`config.mk`:
```
export PLATFORM = sky130hd
export DESIGN_NAME = battery_time_estimator_core
export DESIGN_NICKNAME = d
export VERILOG_FILES = /design/src/hdl/bte_pkg.sv /design/src/hdl/bte_divider.sv /design/src/hdl/battery_time_estimator_core.sv
export SDC_FILE = /design/constraint.sdc
export NUM_CORES = 2
export LEC_CHECK = 0
export BUFFER_PORTS_ARGS = -buffer_cell sky130_fd_sc_hd__clkbuf_2
export CAP_MARGIN = 40
export CORE_UTILIZATION = 45
export DETAILED_ROUTE_END_ITERATION = 16
export HOLD_SLACK_MARGIN = 0.12
export PLACE_DENSITY_LB_ADDON = 0.1
export SETUP_SLACK_MARGIN = 0.4
export SLEW_MARGIN = 10
export SYNTH_ARGS = -nofsm -noshare
export SYNTH_HDL_FRONTEND = slang
export SYNTH_SLANG_ARGS = --single-unit
export TNS_END_PERCENT = 1
```
`constraint.sdc`:
```
create_clock -name clk -period 17.15 [get_ports clk]
set_clock_uncertainty 0.05 [all_clocks]
set_input_delay 0.8575 -clock clk [delete_from_list [all_inputs] [get_ports clk]]
set_output_delay 0.8575 -clock clk [all_outputs]
set_load 0.1 [all_outputs]
```
`src/hdl/bte_pkg.sv`:
```
package bte_pkg;

  localparam int RateFracBits = 16;
  localparam int CountBits    = 16;

  localparam int CfgIdxW  = 2;
  localparam int CfgDataW = 32;

  localparam logic [CfgIdxW-1:0] CFG_CHECK_INTERVAL = 2'd0;
  localparam logic [CfgIdxW-1:0] CFG_INIT_DISCHARGE = 2'd1;
  localparam logic [CfgIdxW-1:0] CFG_INIT_CHARGE    = 2'd2;

  localparam logic [CountBits-1:0] COUNT_MAX = {CountBits{1'b1}};
  localparam logic [23:0] TIME_MAX = 24'hFFFFFF;

  // restoring divider: 64-bit dividend, 33-bit divisor
  localparam int DivSteps = 64;
  localparam int DivCntW  = 7;

  typedef enum logic [3:0] {
    ST_IDLE,
    ST_RATE_DIV,
    ST_RATE_END,
    ST_MEAN_DIV,
    ST_MEAN_END,
    ST_DRIFT,
    ST_TIME_DIV,
    ST_TIME_END,
    ST_OUT
  } bte_state_t;

endpackage

```
`src/hdl/bte_divider.sv`:
```
module bte_divider
  import bte_pkg::*;
(
  input  logic         clk,
  input  logic         rst_n,
  input  logic         start,
  input  logic [63:0]  dividend,
  input  logic [32:0]  divisor,
  output logic         done,
  output logic [63:0]  quotient
);

  logic [63:0]        q_r, q_nxt;
  logic [32:0]        rem_r, rem_nxt;
  logic [32:0]        den_r, den_nxt;
  logic [DivCntW-1:0] cnt_r, cnt_nxt;
  logic               busy_r, busy_nxt;
  logic               done_r, done_nxt;
  logic [33:0]        trial;
  logic [34:0]        diff;

  // one quotient bit a cycle
  always_comb begin
    trial    = {rem_r, q_r[63]};
    diff     = {1'b0, trial} - {2'b00, den_r};
    q_nxt    = q_r;
    rem_nxt  = rem_r;
    den_nxt  = den_r;
    cnt_nxt  = cnt_r;
    busy_nxt = busy_r;
    done_nxt = 1'b0;
    if (start) begin
      q_nxt    = dividend;
      rem_nxt  = '0;
      den_nxt  = divisor;
      cnt_nxt  = '0;
      busy_nxt = 1'b1;
    end else if (busy_r) begin
      // remainder stays below the divisor, so 33 bits hold it
      if (!diff[34]) begin
        rem_nxt = diff[32:0];
        q_nxt   = {q_r[62:0], 1'b1};
      end else begin
        rem_nxt = trial[32:0];
        q_nxt   = {q_r[62:0], 1'b0};
      end
      cnt_nxt = cnt_r + 1'b1;
      if (cnt_r == DivCntW'(DivSteps - 1)) begin
        busy_nxt = 1'b0;
        done_nxt = 1'b1;
      end
    end
  end

  always_ff @(posedge clk) begin
    q_r   <= q_nxt;
    rem_r <= rem_nxt;
    den_r <= den_nxt;
    cnt_r <= cnt_nxt;
    if (!rst_n) begin
      busy_r <= 1'b0;
      done_r <= 1'b0;
    end else begin
      busy_r <= busy_nxt;
      done_r <= done_nxt;
    end
  end

  assign done     = done_r;
  assign quotient = q_r;

  a_done_after_busy: assert property (@(posedge clk) disable iff (!rst_n)
    done_r |-> !busy_r) else $error("divider done while busy");
  a_start_sets_busy: assert property (@(posedge clk) disable iff (!rst_n)
    start |=> busy_r) else $error("divider start lost");
  a_count_range: assert property (@(posedge clk) disable iff (!rst_n)
    busy_r |-> cnt_r < DivCntW'(DivSteps)) else $error("divider count overrun");

endmodule

```
`src/hdl/battery_time_estimator_core.sv`:
```
// from the accepting edge to out_tvalid: three divisions (rate, mean step, time) when a
//   present rate is found, two (rate, time) otherwise, plus the sequencing states
// throughput: one item at a time; the next item is taken only once the result has left,
//   which waits for out_tready
// rst_n is synchronous, active low: config to reset values, estimator state cleared
// the rate is set by the shared restoring divider, one quotient bit a cycle
module battery_time_estimator_core
  import bte_pkg::*;
(
  input  logic                clk,
  input  logic                rst_n,
  input  logic                cfg_we,
  input  logic [CfgIdxW-1:0]  cfg_index,
  input  logic [CfgDataW-1:0] cfg_data,
  input  logic                in_tvalid,
  output logic                in_tready,
  input  logic [15:0]         in_tdata,   // percent[6:0], prev_percent[13:7], zeros
  input  logic                in_tuser,   // on_battery
  output logic                out_tvalid,
  input  logic                out_tready,
  output logic [55:0]         out_tdata,  // time_left[23:0], saved_rate[55:24]
  output logic                out_tuser   // rate_saved
);

  bte_state_t state_r, state_nxt;

  // configuration
  logic [11:0] check_interval_r;

  // estimator state
  logic [6:0]  begin_r, end_r;
  logic [31:0] elapsed_r, span_r;
  logic [31:0] dmean_r, cmean_r, dsaved_r, csaved_r;
  logic [CountBits-1:0] dcnt_r, ccnt_r;

  // per item working registers
  logic [6:0]  pct_r;
  logic        batt_r;
  logic [31:0] rate_r;
  logic        up_r;     // rate at or above mean; later, whether a time estimate applies
  logic        refr_r;
  logic [23:0] time_r;
  logic [31:0] osaved_r;
  logic        in_prev_ok_r;

  // divider
  logic        div_start;
  logic [63:0] div_a;
  logic [32:0] div_b;
  logic        div_done;
  logic [63:0] div_q;

  bte_divider u_div (
    .clk      (clk),
    .rst_n    (rst_n),
    .start    (div_start),
    .dividend (div_a),
    .divisor  (div_b),
    .done     (div_done),
    .quotient (div_q)
  );

  logic [6:0]  in_pct, in_prev;
  logic        accept;
  logic [6:0]  new_begin, new_end;
  logic [31:0] new_elapsed, new_span;
  logic [6:0]  pdiff;
  logic [31:0] cur_mean, cur_saved;
  logic [CountBits-1:0] cur_cnt;
  logic        rate_up;
  logic [32:0] mdist;
  logic [32:0] dcount;
  logic [31:0] new_mean;
  logic [31:0] dev;
  logic [38:0] dev100;
  logic [31:0] use_rate;
  logic [6:0]  tnum;

  assign in_pct  = in_tdata[6:0];
  assign in_prev = in_tdata[13:7];
  assign accept  = in_tvalid && in_tready;
  assign in_tready = (state_r == ST_IDLE);

  // point and span update of the sample
  always_comb begin
    new_begin   = begin_r;
    new_end     = end_r;
    new_elapsed = elapsed_r;
    new_span    = span_r;
    if (in_prev != 7'd0) begin
      if (begin_r != 7'd0) new_elapsed = elapsed_r + {20'd0, check_interval_r};
      if (in_prev != in_pct) begin
        if (begin_r == 7'd0) begin
          new_begin   = in_pct;
          new_elapsed = '0;
          new_span    = '0;
        end else begin
          new_end  = in_pct;
          new_span = new_elapsed;
        end
      end
    end
  end

  assign pdiff = (new_end > new_begin) ? new_end - new_begin : new_begin - new_end;

  assign cur_mean  = batt_r ? dmean_r  : cmean_r;
  assign cur_saved = batt_r ? dsaved_r : csaved_r;
  assign cur_cnt   = batt_r ? dcnt_r   : ccnt_r;
  assign rate_up   = (rate_r >= cur_mean);
  assign mdist     = rate_up ? {1'b0, rate_r} - {1'b0, cur_mean}
                             : {1'b0, cur_mean} - {1'b0, rate_r};
  assign dcount    = {{(33-CountBits){1'b0}}, cur_cnt} + 33'd1;
  assign new_mean  = up_r ? cur_mean + div_q[31:0] : cur_mean - div_q[31:0];
  assign dev       = (cur_saved > cur_mean) ? cur_saved - cur_mean : cur_mean - cur_saved;
  assign dev100    = {7'd0, dev} * 39'd100;
  assign use_rate  = (rate_r != 32'd0) ? rate_r : cur_saved;
  assign tnum      = batt_r ? pct_r : 7'd100 - pct_r;

  // next state
  always_comb begin
    state_nxt = state_r;
    case (state_r)
      ST_IDLE:     if (accept) state_nxt = ST_RATE_DIV;
      ST_RATE_DIV: if (div_done) state_nxt = ST_RATE_END;
      ST_RATE_END: state_nxt = (rate_r != 32'd0) ? ST_MEAN_DIV : ST_DRIFT;
      ST_MEAN_DIV: if (div_done) state_nxt = ST_MEAN_END;
      ST_MEAN_END: state_nxt = ST_DRIFT;
      ST_DRIFT:    state_nxt = ST_TIME_DIV;
      ST_TIME_DIV: if (div_done) state_nxt = ST_TIME_END;
      ST_TIME_END: state_nxt = ST_OUT;
      ST_OUT:      if (out_tready) state_nxt = ST_IDLE;
      default:     state_nxt = ST_IDLE;
    endcase
  end

  // divider launches; zero divisors are replaced and the quotient ignored
  always_comb begin
    div_start = 1'b0;
    div_a     = '0;
    div_b     = 33'd1;
    case (state_r)
      ST_IDLE: begin
        div_start = accept;
        div_a     = 64'({9'd0, pdiff} * 16'd36) << RateFracBits;
        div_b     = (new_span == 32'd0) ? 33'd1 : {1'b0, new_span};
      end
      ST_RATE_END: begin
        // rounding up the step when the mean falls
        div_start = (rate_r != 32'd0);
        div_a     = 64'(mdist) + 64'(dcount) - (rate_up ? 64'(dcount) : 64'd1);
        div_b     = dcount;
      end
      ST_DRIFT: begin
        div_start = 1'b1;
        div_a     = 64'({9'd0, tnum} * 16'd36) << RateFracBits;
        div_b     = (use_rate == 32'd0) ? 33'd1 : {1'b0, use_rate};
      end
      default: ;
    endcase
  end

  always_ff @(posedge clk) begin
    if (!rst_n) begin
      state_r          <= ST_IDLE;
      check_interval_r <= 12'd10;
      begin_r <= '0;  end_r <= '0;
      elapsed_r <= '0;  span_r <= '0;
      dmean_r <= '0;  cmean_r <= '0;  dsaved_r <= '0;  csaved_r <= '0;
      dcnt_r <= '0;  ccnt_r <= '0;
      rate_r <= '0;
    end else begin
      state_r <= state_nxt;
      if (cfg_we) begin
        case (cfg_index)
          CFG_CHECK_INTERVAL: check_interval_r <= cfg_data[11:0];
          CFG_INIT_DISCHARGE: begin
            dmean_r <= cfg_data;  dsaved_r <= cfg_data;
          end
          CFG_INIT_CHARGE: begin
            cmean_r <= cfg_data;  csaved_r <= cfg_data;
          end
          default: ;
        endcase
      end
      case (state_r)
        ST_IDLE: if (accept) begin
          begin_r   <= new_begin;
          end_r     <= new_end;
          elapsed_r <= new_elapsed;
          span_r    <= new_span;
          pct_r     <= in_pct;
          batt_r    <= in_tuser;
          refr_r    <= 1'b0;
          // zero rate when no previous sample, no end point or no span
          rate_r    <= '0;
        end
        ST_RATE_DIV: if (div_done) begin
          if (in_prev_ok_r && end_r != 7'd0 && span_r != 32'd0)
            rate_r <= (div_q[63:32] != 32'd0) ? 32'hFFFF_FFFF : div_q[31:0];
        end
        ST_RATE_END: up_r <= rate_up;
        ST_MEAN_END: begin
          if (batt_r) begin
            dmean_r <= new_mean;
            if (dcnt_r != COUNT_MAX) dcnt_r <= dcnt_r + 1'b1;
          end else begin
            cmean_r <= new_mean;
            if (ccnt_r != COUNT_MAX) ccnt_r <= ccnt_r + 1'b1;
          end
          refr_r <= 1'b1;  // provisional, settled in drift step
        end
        ST_DRIFT: begin
          if (refr_r) begin
            if (cur_saved == 32'd0 || dev100 > {7'd0, cur_saved}) begin
              if (batt_r) dsaved_r <= cur_mean; else csaved_r <= cur_mean;
              osaved_r <= cur_mean;
            end else begin
              refr_r   <= 1'b0;
              osaved_r <= cur_saved;
            end
          end else begin
            osaved_r <= cur_saved;
          end
          up_r <= (pct_r < 7'd100) && (use_rate != 32'd0);
        end
        ST_TIME_END: begin
          if (!up_r) time_r <= '0;
          else time_r <= (div_q[63:24] != 40'd0) ? TIME_MAX : div_q[23:0];
        end
        default: ;
      endcase
    end
  end

  always_ff @(posedge clk) begin
    if (accept) in_prev_ok_r <= (in_prev != 7'd0);
  end

  assign out_tvalid = (state_r == ST_OUT);
  assign out_tdata  = {osaved_r, time_r};
  assign out_tuser  = refr_r;

  a_no_accept_busy: assert property (@(posedge clk) disable iff (!rst_n)
    (state_r != ST_IDLE) |-> !in_tready) else $error("input taken while busy");
  a_out_leaves: assert property (@(posedge clk) disable iff (!rst_n)
    (out_tvalid && out_tready) |=> state_r == ST_IDLE) else $error("result not retired");
  a_counts_sat: assert property (@(posedge clk) disable iff (!rst_n)
    (state_r == ST_MEAN_END && batt_r && dcnt_r == COUNT_MAX) |=> dcnt_r == COUNT_MAX)
    else $error("sample count wrapped");

endmodule
```
After elaboration in Yosys (flattened, before gate mapping)
Index checks and enable logic that the tools add are counted.
Cells by class
  $add $sub $neg: 17
  bitwise gates (word level): 3
  $lt $le $gt $ge: 5
  muxes and demuxes: 74
  multipliers: 3
  equal/unequal tests: 20
  reduce and logical (&&, ||, !) cells: 36
Operators with widths (count)
  32-bit 2-to-1 mux: 38
  64-bit case mux with 3 select lines: 1
  64-bit 2-to-1 mux: 2
  32-bit nonzero test: 4
  32-bit logical NOT: 3
  32-bit case mux with 3 select lines: 1
  32-bit subtractor: 3
  33-bit 2-to-1 mux: 2
  32-bit by 32-bit subtractor with 33-bit output: 2
  32-bit case mux with 2 select lines: 1
  7-bit 2-to-1 mux: 8
  40-bit nonzero test: 1
  39-bit by 32-bit > comparator with 1-bit output: 1
  32-bit by 5-bit multiplier with 37-bit output (second input constant): 1
  4-bit case mux with 9 select lines: 1
  34-bit by 17-bit subtractor with 35-bit output: 1
  34-bit by 33-bit subtractor with 35-bit output: 1
  33-bit by 17-bit adder with 34-bit output: 1
  16-bit by 1-bit adder with 16-bit output (second input constant): 2
  32-bit by 12-bit adder with 32-bit output: 1
  32-bit adder: 1
  32-bit >= comparator: 1
  32-bit > comparator: 1
  16-bit != test (second input constant): 2
  other kinds (39): 78
Storage, ports and cells
  logic and storage cells: 184
  register bits after elaboration: 492
  input port bits: 56
  output and inout bits: 59

Logic depth before layout (Yosys ltp)
  depth in word-level cells: 9
  gate-level depth with buffers: 54
  mapped depth without buffers: 43

By module
From an unflattened synthesis, not the netlist that was laid out.
Second synthesis, totals
  cells, all modules: 5256
  area total of the unflattened synthesis: 42042.8 um^2
Modules (own cells, without submodules)
  battery_time_estimator_core: area an instance 34673.3 um^2, times used 1, cells an instance 4598, seq. area each 7737.4 um^2
  bte_divider: area an instance 7369.6 um^2, times used 1, cells an instance 658, seq. area each 3753.6 um^2

Worst setup path after synthesis
Ideal clock, no wire load.
  path kind: reg-to-reg
  from: register batt_r
  to: register osaved_r[1], data pin
  stages on the path, launching flop included: 51
  setup slack: 5.663 ns
  path buffers: 11
  arrival time: 11.166 ns
  period minus slack after synthesis: 11.487 ns
  required time: 16.829 ns
  library setup time: 0.271 ns
  cell sequence: edfxtp_1 > clkbuf_1 > clkbuf_1 > buf_2 > buf_2 > buf_2 > buf_1 > buf_1 > mux2i_1 > inv_1 > ha_1 > buf_2 > nand4_1 > or2_1 > nand3b_1 > or4_1 > buf_2 > a211oi_1 > (+15 left out) > o21ai_1 > o21ai_0 > a21o_1 > a21oi_1 > xnor2_1 > ha_1 > nand3_1 > nor3_1 > and4_1 > nand4_1 > o21ai_0 > o21ai_0 > a2111oi_0 > o2111ai_1 > o31ai_2 > buf_2 > buf_2 > a21oi_1
On the way
  word-level cells in the longest chain between the ends: 8
  elaborated cells between the ends (all ways): 12
  classes of those cells: 2 x add/sub; 1 x mul; 2 x order compare; 5 x mux; 2 x reduce/logical
RTL lines
  start: declaration: RTL line battery_time_estimator_core.sv:38  | logic batt_r;
  start signal: assignment: RTL line battery_time_estimator_core.sv:193  | batt_r <= in_tuser;
  32-bit 2-to-1 mux, on equally long branches: RTL line battery_time_estimator_core.sv:107, battery_time_estimator_core.sv:108
  32-bit subtractor / 32-bit > comparator (equally long branches): RTL line battery_time_estimator_core.sv:115  | assign dev = (cur_saved > cur_mean) ? cur_saved - cur_mean : cur_mean - cur_saved;
  32-bit 2-to-1 mux: RTL line battery_time_estimator_core.sv:115
  32-bit by 5-bit multiplier with 37-bit output: RTL line battery_time_estimator_core.sv:116  | assign dev100 = {7'd0, dev} * 39'd100;
  39-bit by 32-bit > comparator with 1-bit output: RTL line battery_time_estimator_core.sv:215  | if (cur_saved == 32'd0 || dev100 > {7'd0, cur_saved}) begin
  1-bit logical OR: RTL line battery_time_estimator_core.sv:215
  32-bit 2-to-1 mux: RTL line battery_time_estimator_core.sv:215
  32-bit 2-to-1 mux (*): RTL line battery_time_estimator_core.sv:214  | if (refr_r) begin
  end signal: assignment: RTL line battery_time_estimator_core.sv:217  | osaved_r <= cur_mean;
  end signal: assignment: RTL line battery_time_estimator_core.sv:220  | osaved_r <= cur_saved;
  end signal: assignment: RTL line battery_time_estimator_core.sv:223  | osaved_r <= cur_saved;
  end: declaration: RTL line battery_time_estimator_core.sv:43  | logic [31:0] osaved_r;
Mark *: on every way between the ends. The rest lies on a longest branch, timed or not.
A chain may end at the register's enable or synchronous reset.

Worst setup path in the final report
  from: register batt_r
  to: register csaved_r[14]
On the way
  word-level cells in the longest chain between the ends: 9
  elaborated cells between the ends (all ways): 14
  classes of those cells: 2 x add/sub; 1 x mul; 2 x order compare; 7 x mux; 2 x reduce/logical
RTL lines
  32-bit 2-to-1 mux, on equally long branches: RTL line battery_time_estimator_core.sv:107, battery_time_estimator_core.sv:108
  32-bit subtractor / 32-bit > comparator (equally long branches): RTL line battery_time_estimator_core.sv:115
  32-bit 2-to-1 mux: RTL line battery_time_estimator_core.sv:115
  32-bit by 5-bit multiplier with 37-bit output: RTL line battery_time_estimator_core.sv:116
  39-bit by 32-bit > comparator with 1-bit output: RTL line battery_time_estimator_core.sv:215
  1-bit logical OR: RTL line battery_time_estimator_core.sv:215
  32-bit 2-to-1 mux (*): RTL line battery_time_estimator_core.sv:215
  32-bit 2-to-1 mux (*): RTL line battery_time_estimator_core.sv:214
  32-bit 2-to-1 mux (*): RTL line battery_time_estimator_core.sv:186  | case (state_r)
  end signal: assignment: RTL line battery_time_estimator_core.sv:181  | cmean_r <= cfg_data; csaved_r <= cfg_data;
  end signal: assignment: RTL line battery_time_estimator_core.sv:216  | if (batt_r) dsaved_r <= cur_mean; else csaved_r <= cur_mean;
  end: declaration: RTL line battery_time_estimator_core.sv:33  | logic [31:0] dmean_r, cmean_r, dsaved_r, csaved_r;
Marks and branches as above.

==> impl_metrics.yaml <==
job:
  cap_violations: 0
critical_path:
  cp_slowest_cell: "mux2i_1"
  required_ns: 17.66
  crit_arrival_ns: 14.44
  crit_buf_inv: 7
  cp-end-kind: "flop"
  crit_top_cell: "ha_1"
  crit_path_max_fanout: 67
  crit_type: "reg2reg"
  start_kind: "flop"
  crit_family: "compound AO/OA/AOI/OAI gates"
  cpPeakStageDelay_ns: 0.76
placed_design:
  hpwl_mm: 118
  gp_congestion: 0.987
  port_buffers: 112
route:
  drt_iter0_drc: 3687
  vias: 38800
  routed_wl_mm: 151
  via_per_inst: 5.89
  drc: 0
  ant_nets: 0
  wl_per_cell_um: 22.8
  firstDrtPassIters: 6
cts:
  cts_resized: 0
  clk_latency_ns: 0.71
  h-tree-depth: 2
  clock-root-buffer: "clkbuf_16"
  clk_pin_slew_ns: 0.06
  cts_buffers: 61
  postCtsSetupBuffers: 0
  cts_buffer_depth: 3
  ctsHoldBuffers: 0
  clkSinkCount: 491
  cts_tree: "yes"
timing:
  fin_crit_sh_pct: 81.2
  rsz0062_at_grt: "no"
  report.final.slew_viol_count: 0
  max_freq_ghz: 0.0718
  hold_violations: 0
  finalSetupViolations: 0
  period_needed_ns: 13.93
  tightest_slew_ns: 1.01
  tns_ns: 0
  slew_headroom_pct: 32.1
floorplanning:
  die_h_um: 307
  die_x_um: 307
  floorplan.rows: 111
  core_area_mm2: 0.0919
  start_util_pct: 45.6
  pin_count: 115
  die-area_mm2: 0.0944
power_and_ir_drop:
  total_power_uw: 11000
  p_sw_share_pct: 49.8
  power_leakage_uw: 0.0206
  internal_power_uw: 5540
  pwr-share-clk_pct: 12.6
  p_per_area_mw_per_mm2: 239
  pwr-share-comb_pct: 74.7
  power_frac_seq_pct: 12.7
  switchingPower_uw: 5500
  ir_drop_v: 0.000385
logic_synthesis:
  synth_fp_nets: 5797
  synth_area_per_cell_um2: 7.94
  yosysWarnings: 0
  mappedNetlistArea_mm2: 0.0419
  ys_ff_latch: 491
  synth-async-reset-ratio_pct: 0
  synth-main-ff-cell: "dfxtp_1"
  ys_types: 88
  synth.yosys.seq_area_share_pct: 27.3
  synth_cells: 5284
  synth_edf_count: 163
grt:
  grt_pass1_wl_mm: 225
  globalRouteOverflowTotal: 0
  track_usage_pct: 31.3
  grt_max_degree: 83
  antenna_found_initial: 8
  grt_pass1_vias: 36100
layout:
  drive_above_1_share_pct: 7.25
  fin_nets: 5811
  synthToLayoutAreaGrowth_pct: 10.0
hold_path:
  hp-class: "in2reg"
run_status:
  status: "finished clean"
-- final timing paths --
check	slack, ns	cells after the start	startpoint	to
min	0.35	1	in_tuser	batt_r$_DFFE_PP_
max reg2reg	3.22	45	batt_r$_DFFE_PP_	csaved_r[14]$_SDFF_PN0_
min reg2reg	0.40	2	dmean_r[27]$_SDFF_PN0_	dsaved_r[27]$_SDFF_PN0_
max	3.22	45	batt_r$_DFFE_PP_	csaved_r[14]$_SDFF_PN0_
-- Yosys cell counts, types with 12 or more instances --
cell type | number | area, µm²
and3_1 | 38 | 238
mux2_2 | 12 | 135
a211oi_1 | 97 | 728
o21bai_1 | 45 | 338
o21ai_1 | 22 | 110
buf_1 | 29 | 109
a21oi_1 | 525 | 2630
edfxtp_1 | 163 | 4890
buf_2 | 24 | 120
a221oi_1 | 40 | 350
nor3_1 | 106 | 531
xor2_1 | 136 | 1190
dfxtp_1 | 328 | 6570
and2_1 | 35 | 219
a21o_1 | 169 | 1270
inv_1 | 380 | 1430
fa_1 | 54 | 1080
nor2_1 | 438 | 1640
o211ai_1 | 25 | 188
nand3_1 | 72 | 360
o221ai_1 | 19 | 166
o22ai_1 | 27 | 169
ha_1 | 403 | 5040
a21boi_0 | 14 | 105
a2111oi_0 | 13 | 114
or3_1 | 30 | 188
nand2b_1 | 35 | 219
a22oi_1 | 36 | 270
a211o_1 | 15 | 131
nand4_1 | 70 | 438
xnor2_1 | 170 | 1490
nand2_1 | 662 | 2480
nor2b_1 | 38 | 238
o21ai_0 | 252 | 1260
a31oi_1 | 44 | 275
mux2i_1 | 196 | 1960
o21a_1 | 59 | 443
nand3b_1 | 15 | 113
clkbuf_1 | 216 | 811
nor4_1 | 56 | 350
-- area by class of cell --
cell class,count,area (µm²)
diodes,1,2.50
clock buffers,78,1670
clock inverters,38,473
fillers,9174,45800
inverters,386,1450
multi-input cells,4133,28000
flip-flops and latches,491,11500
well taps,1243,1560
repair buffers,225,1480
-- cell families after synthesis --
logic type / share of synthesized area (%)
buffers and inverters: 6.05
AO/OA/AOI/OAI: 22.7
multiplexers: 5.05
XOR/XNOR: 6.39
flip-flops: 27.3
adder cells (fa/ha/maj): 14.6
AND/OR/NAND/NOR: 17.8
-- per-stage QoR --
stage | std cells | hold slack, ns | cell area [µm²] | setup slack [ns] | utilization [%]
floorplan | 5284 | 0.391 | 41900 | 5.66 | -
global placement | 6440 | 0.413 | 43700 | 3.11 | 47.5
detailed placement | 6475 | 0.418 | 44000 | 3.73 | 47.8
CTS | 6591 | 0.320 | 46100 | 3.69 | 50.1
global route | 6594 | 0.334 | 46100 | 2.85 | 50.2
finish | 6595 | 0.353 | 46100 | 3.22 | 50.2
-- sequential cells by signal, indices dropped and copies added, names as in the netlist, 4 cells and up --
name and flops:
end_r 7, span_r 32, begin_r 7, dsaved_r 32
elapsed_r 32, check_interval_r 12, u_div.rem_r 33, u_div.cnt_r 7
cmean_r 32, time_r 24, state_r 4, u_div.den_r 32
rate_r 32, dmean_r 32, pct_r 7, u_div.quotient 64
ccnt_r 16, csaved_r 32, osaved_r 32, dcnt_r 16
-- cell usage in the layout, fill, tap and decap left out, types with 96 or more instances in the layout --
cell        n
nand2_1   661
buf_4     104
dfxtp_1   327
a211oi_1   96
nor3_1    103
edfxtp_1  163
a21o_1    169
o21ai_0   252
clkbuf_2  111
nor2_1    435
a21oi_1   525
xor2_1    136
ha_1      403
mux2i_1   196
xnor2_1   170
inv_1     380
-- power by group through the flow --
| stage | logic [µW] | registers, µW | clock network [µW] |
|---|---|---|---|
| after floorplan | 6250 | 1380 | 0 |
| after global placement | 8020 | 1430 | 0 |
| after detailed placement | 8080 | 1430 | 0 |
| after CTS | 8150 | 1400 | 1410 |
| after global routing | 9240 | 1410 | 1450 |
| final | 8250 | 1400 | 1390 |
-- worst register-to-register path, delay by kind of cell, from the launching register on --
family | cells | cell delay [ns]
DFF | 1 | 0.38
AOI/OAI and AO/OA | 17 | 4.55
muxes | 2 | 1.00
xor gates and xnor gates | 2 | 0.34
adders and majority gates | 6 | 2.40
and+or+nand+nor | 11 | 3.45
buffers and inverters | 7 | 1.62
-- metal layers --
| metal | part of all wire (%) | up-vias | GRT usage, % |
|---|---|---|---|
| met2 | 43 | 1294 | 46.8 |
| met3 | 7.7 | 235 | 5.92 |
| met4 | 3.5 | 10 | 10.5 |
| met1 | 46 | 18500 | 44.7 |
| met5 | 0.056 | - | 0 |
| li1 | - | 18800 | - |
No activity file was read; power rests on OpenSTA's default activity.
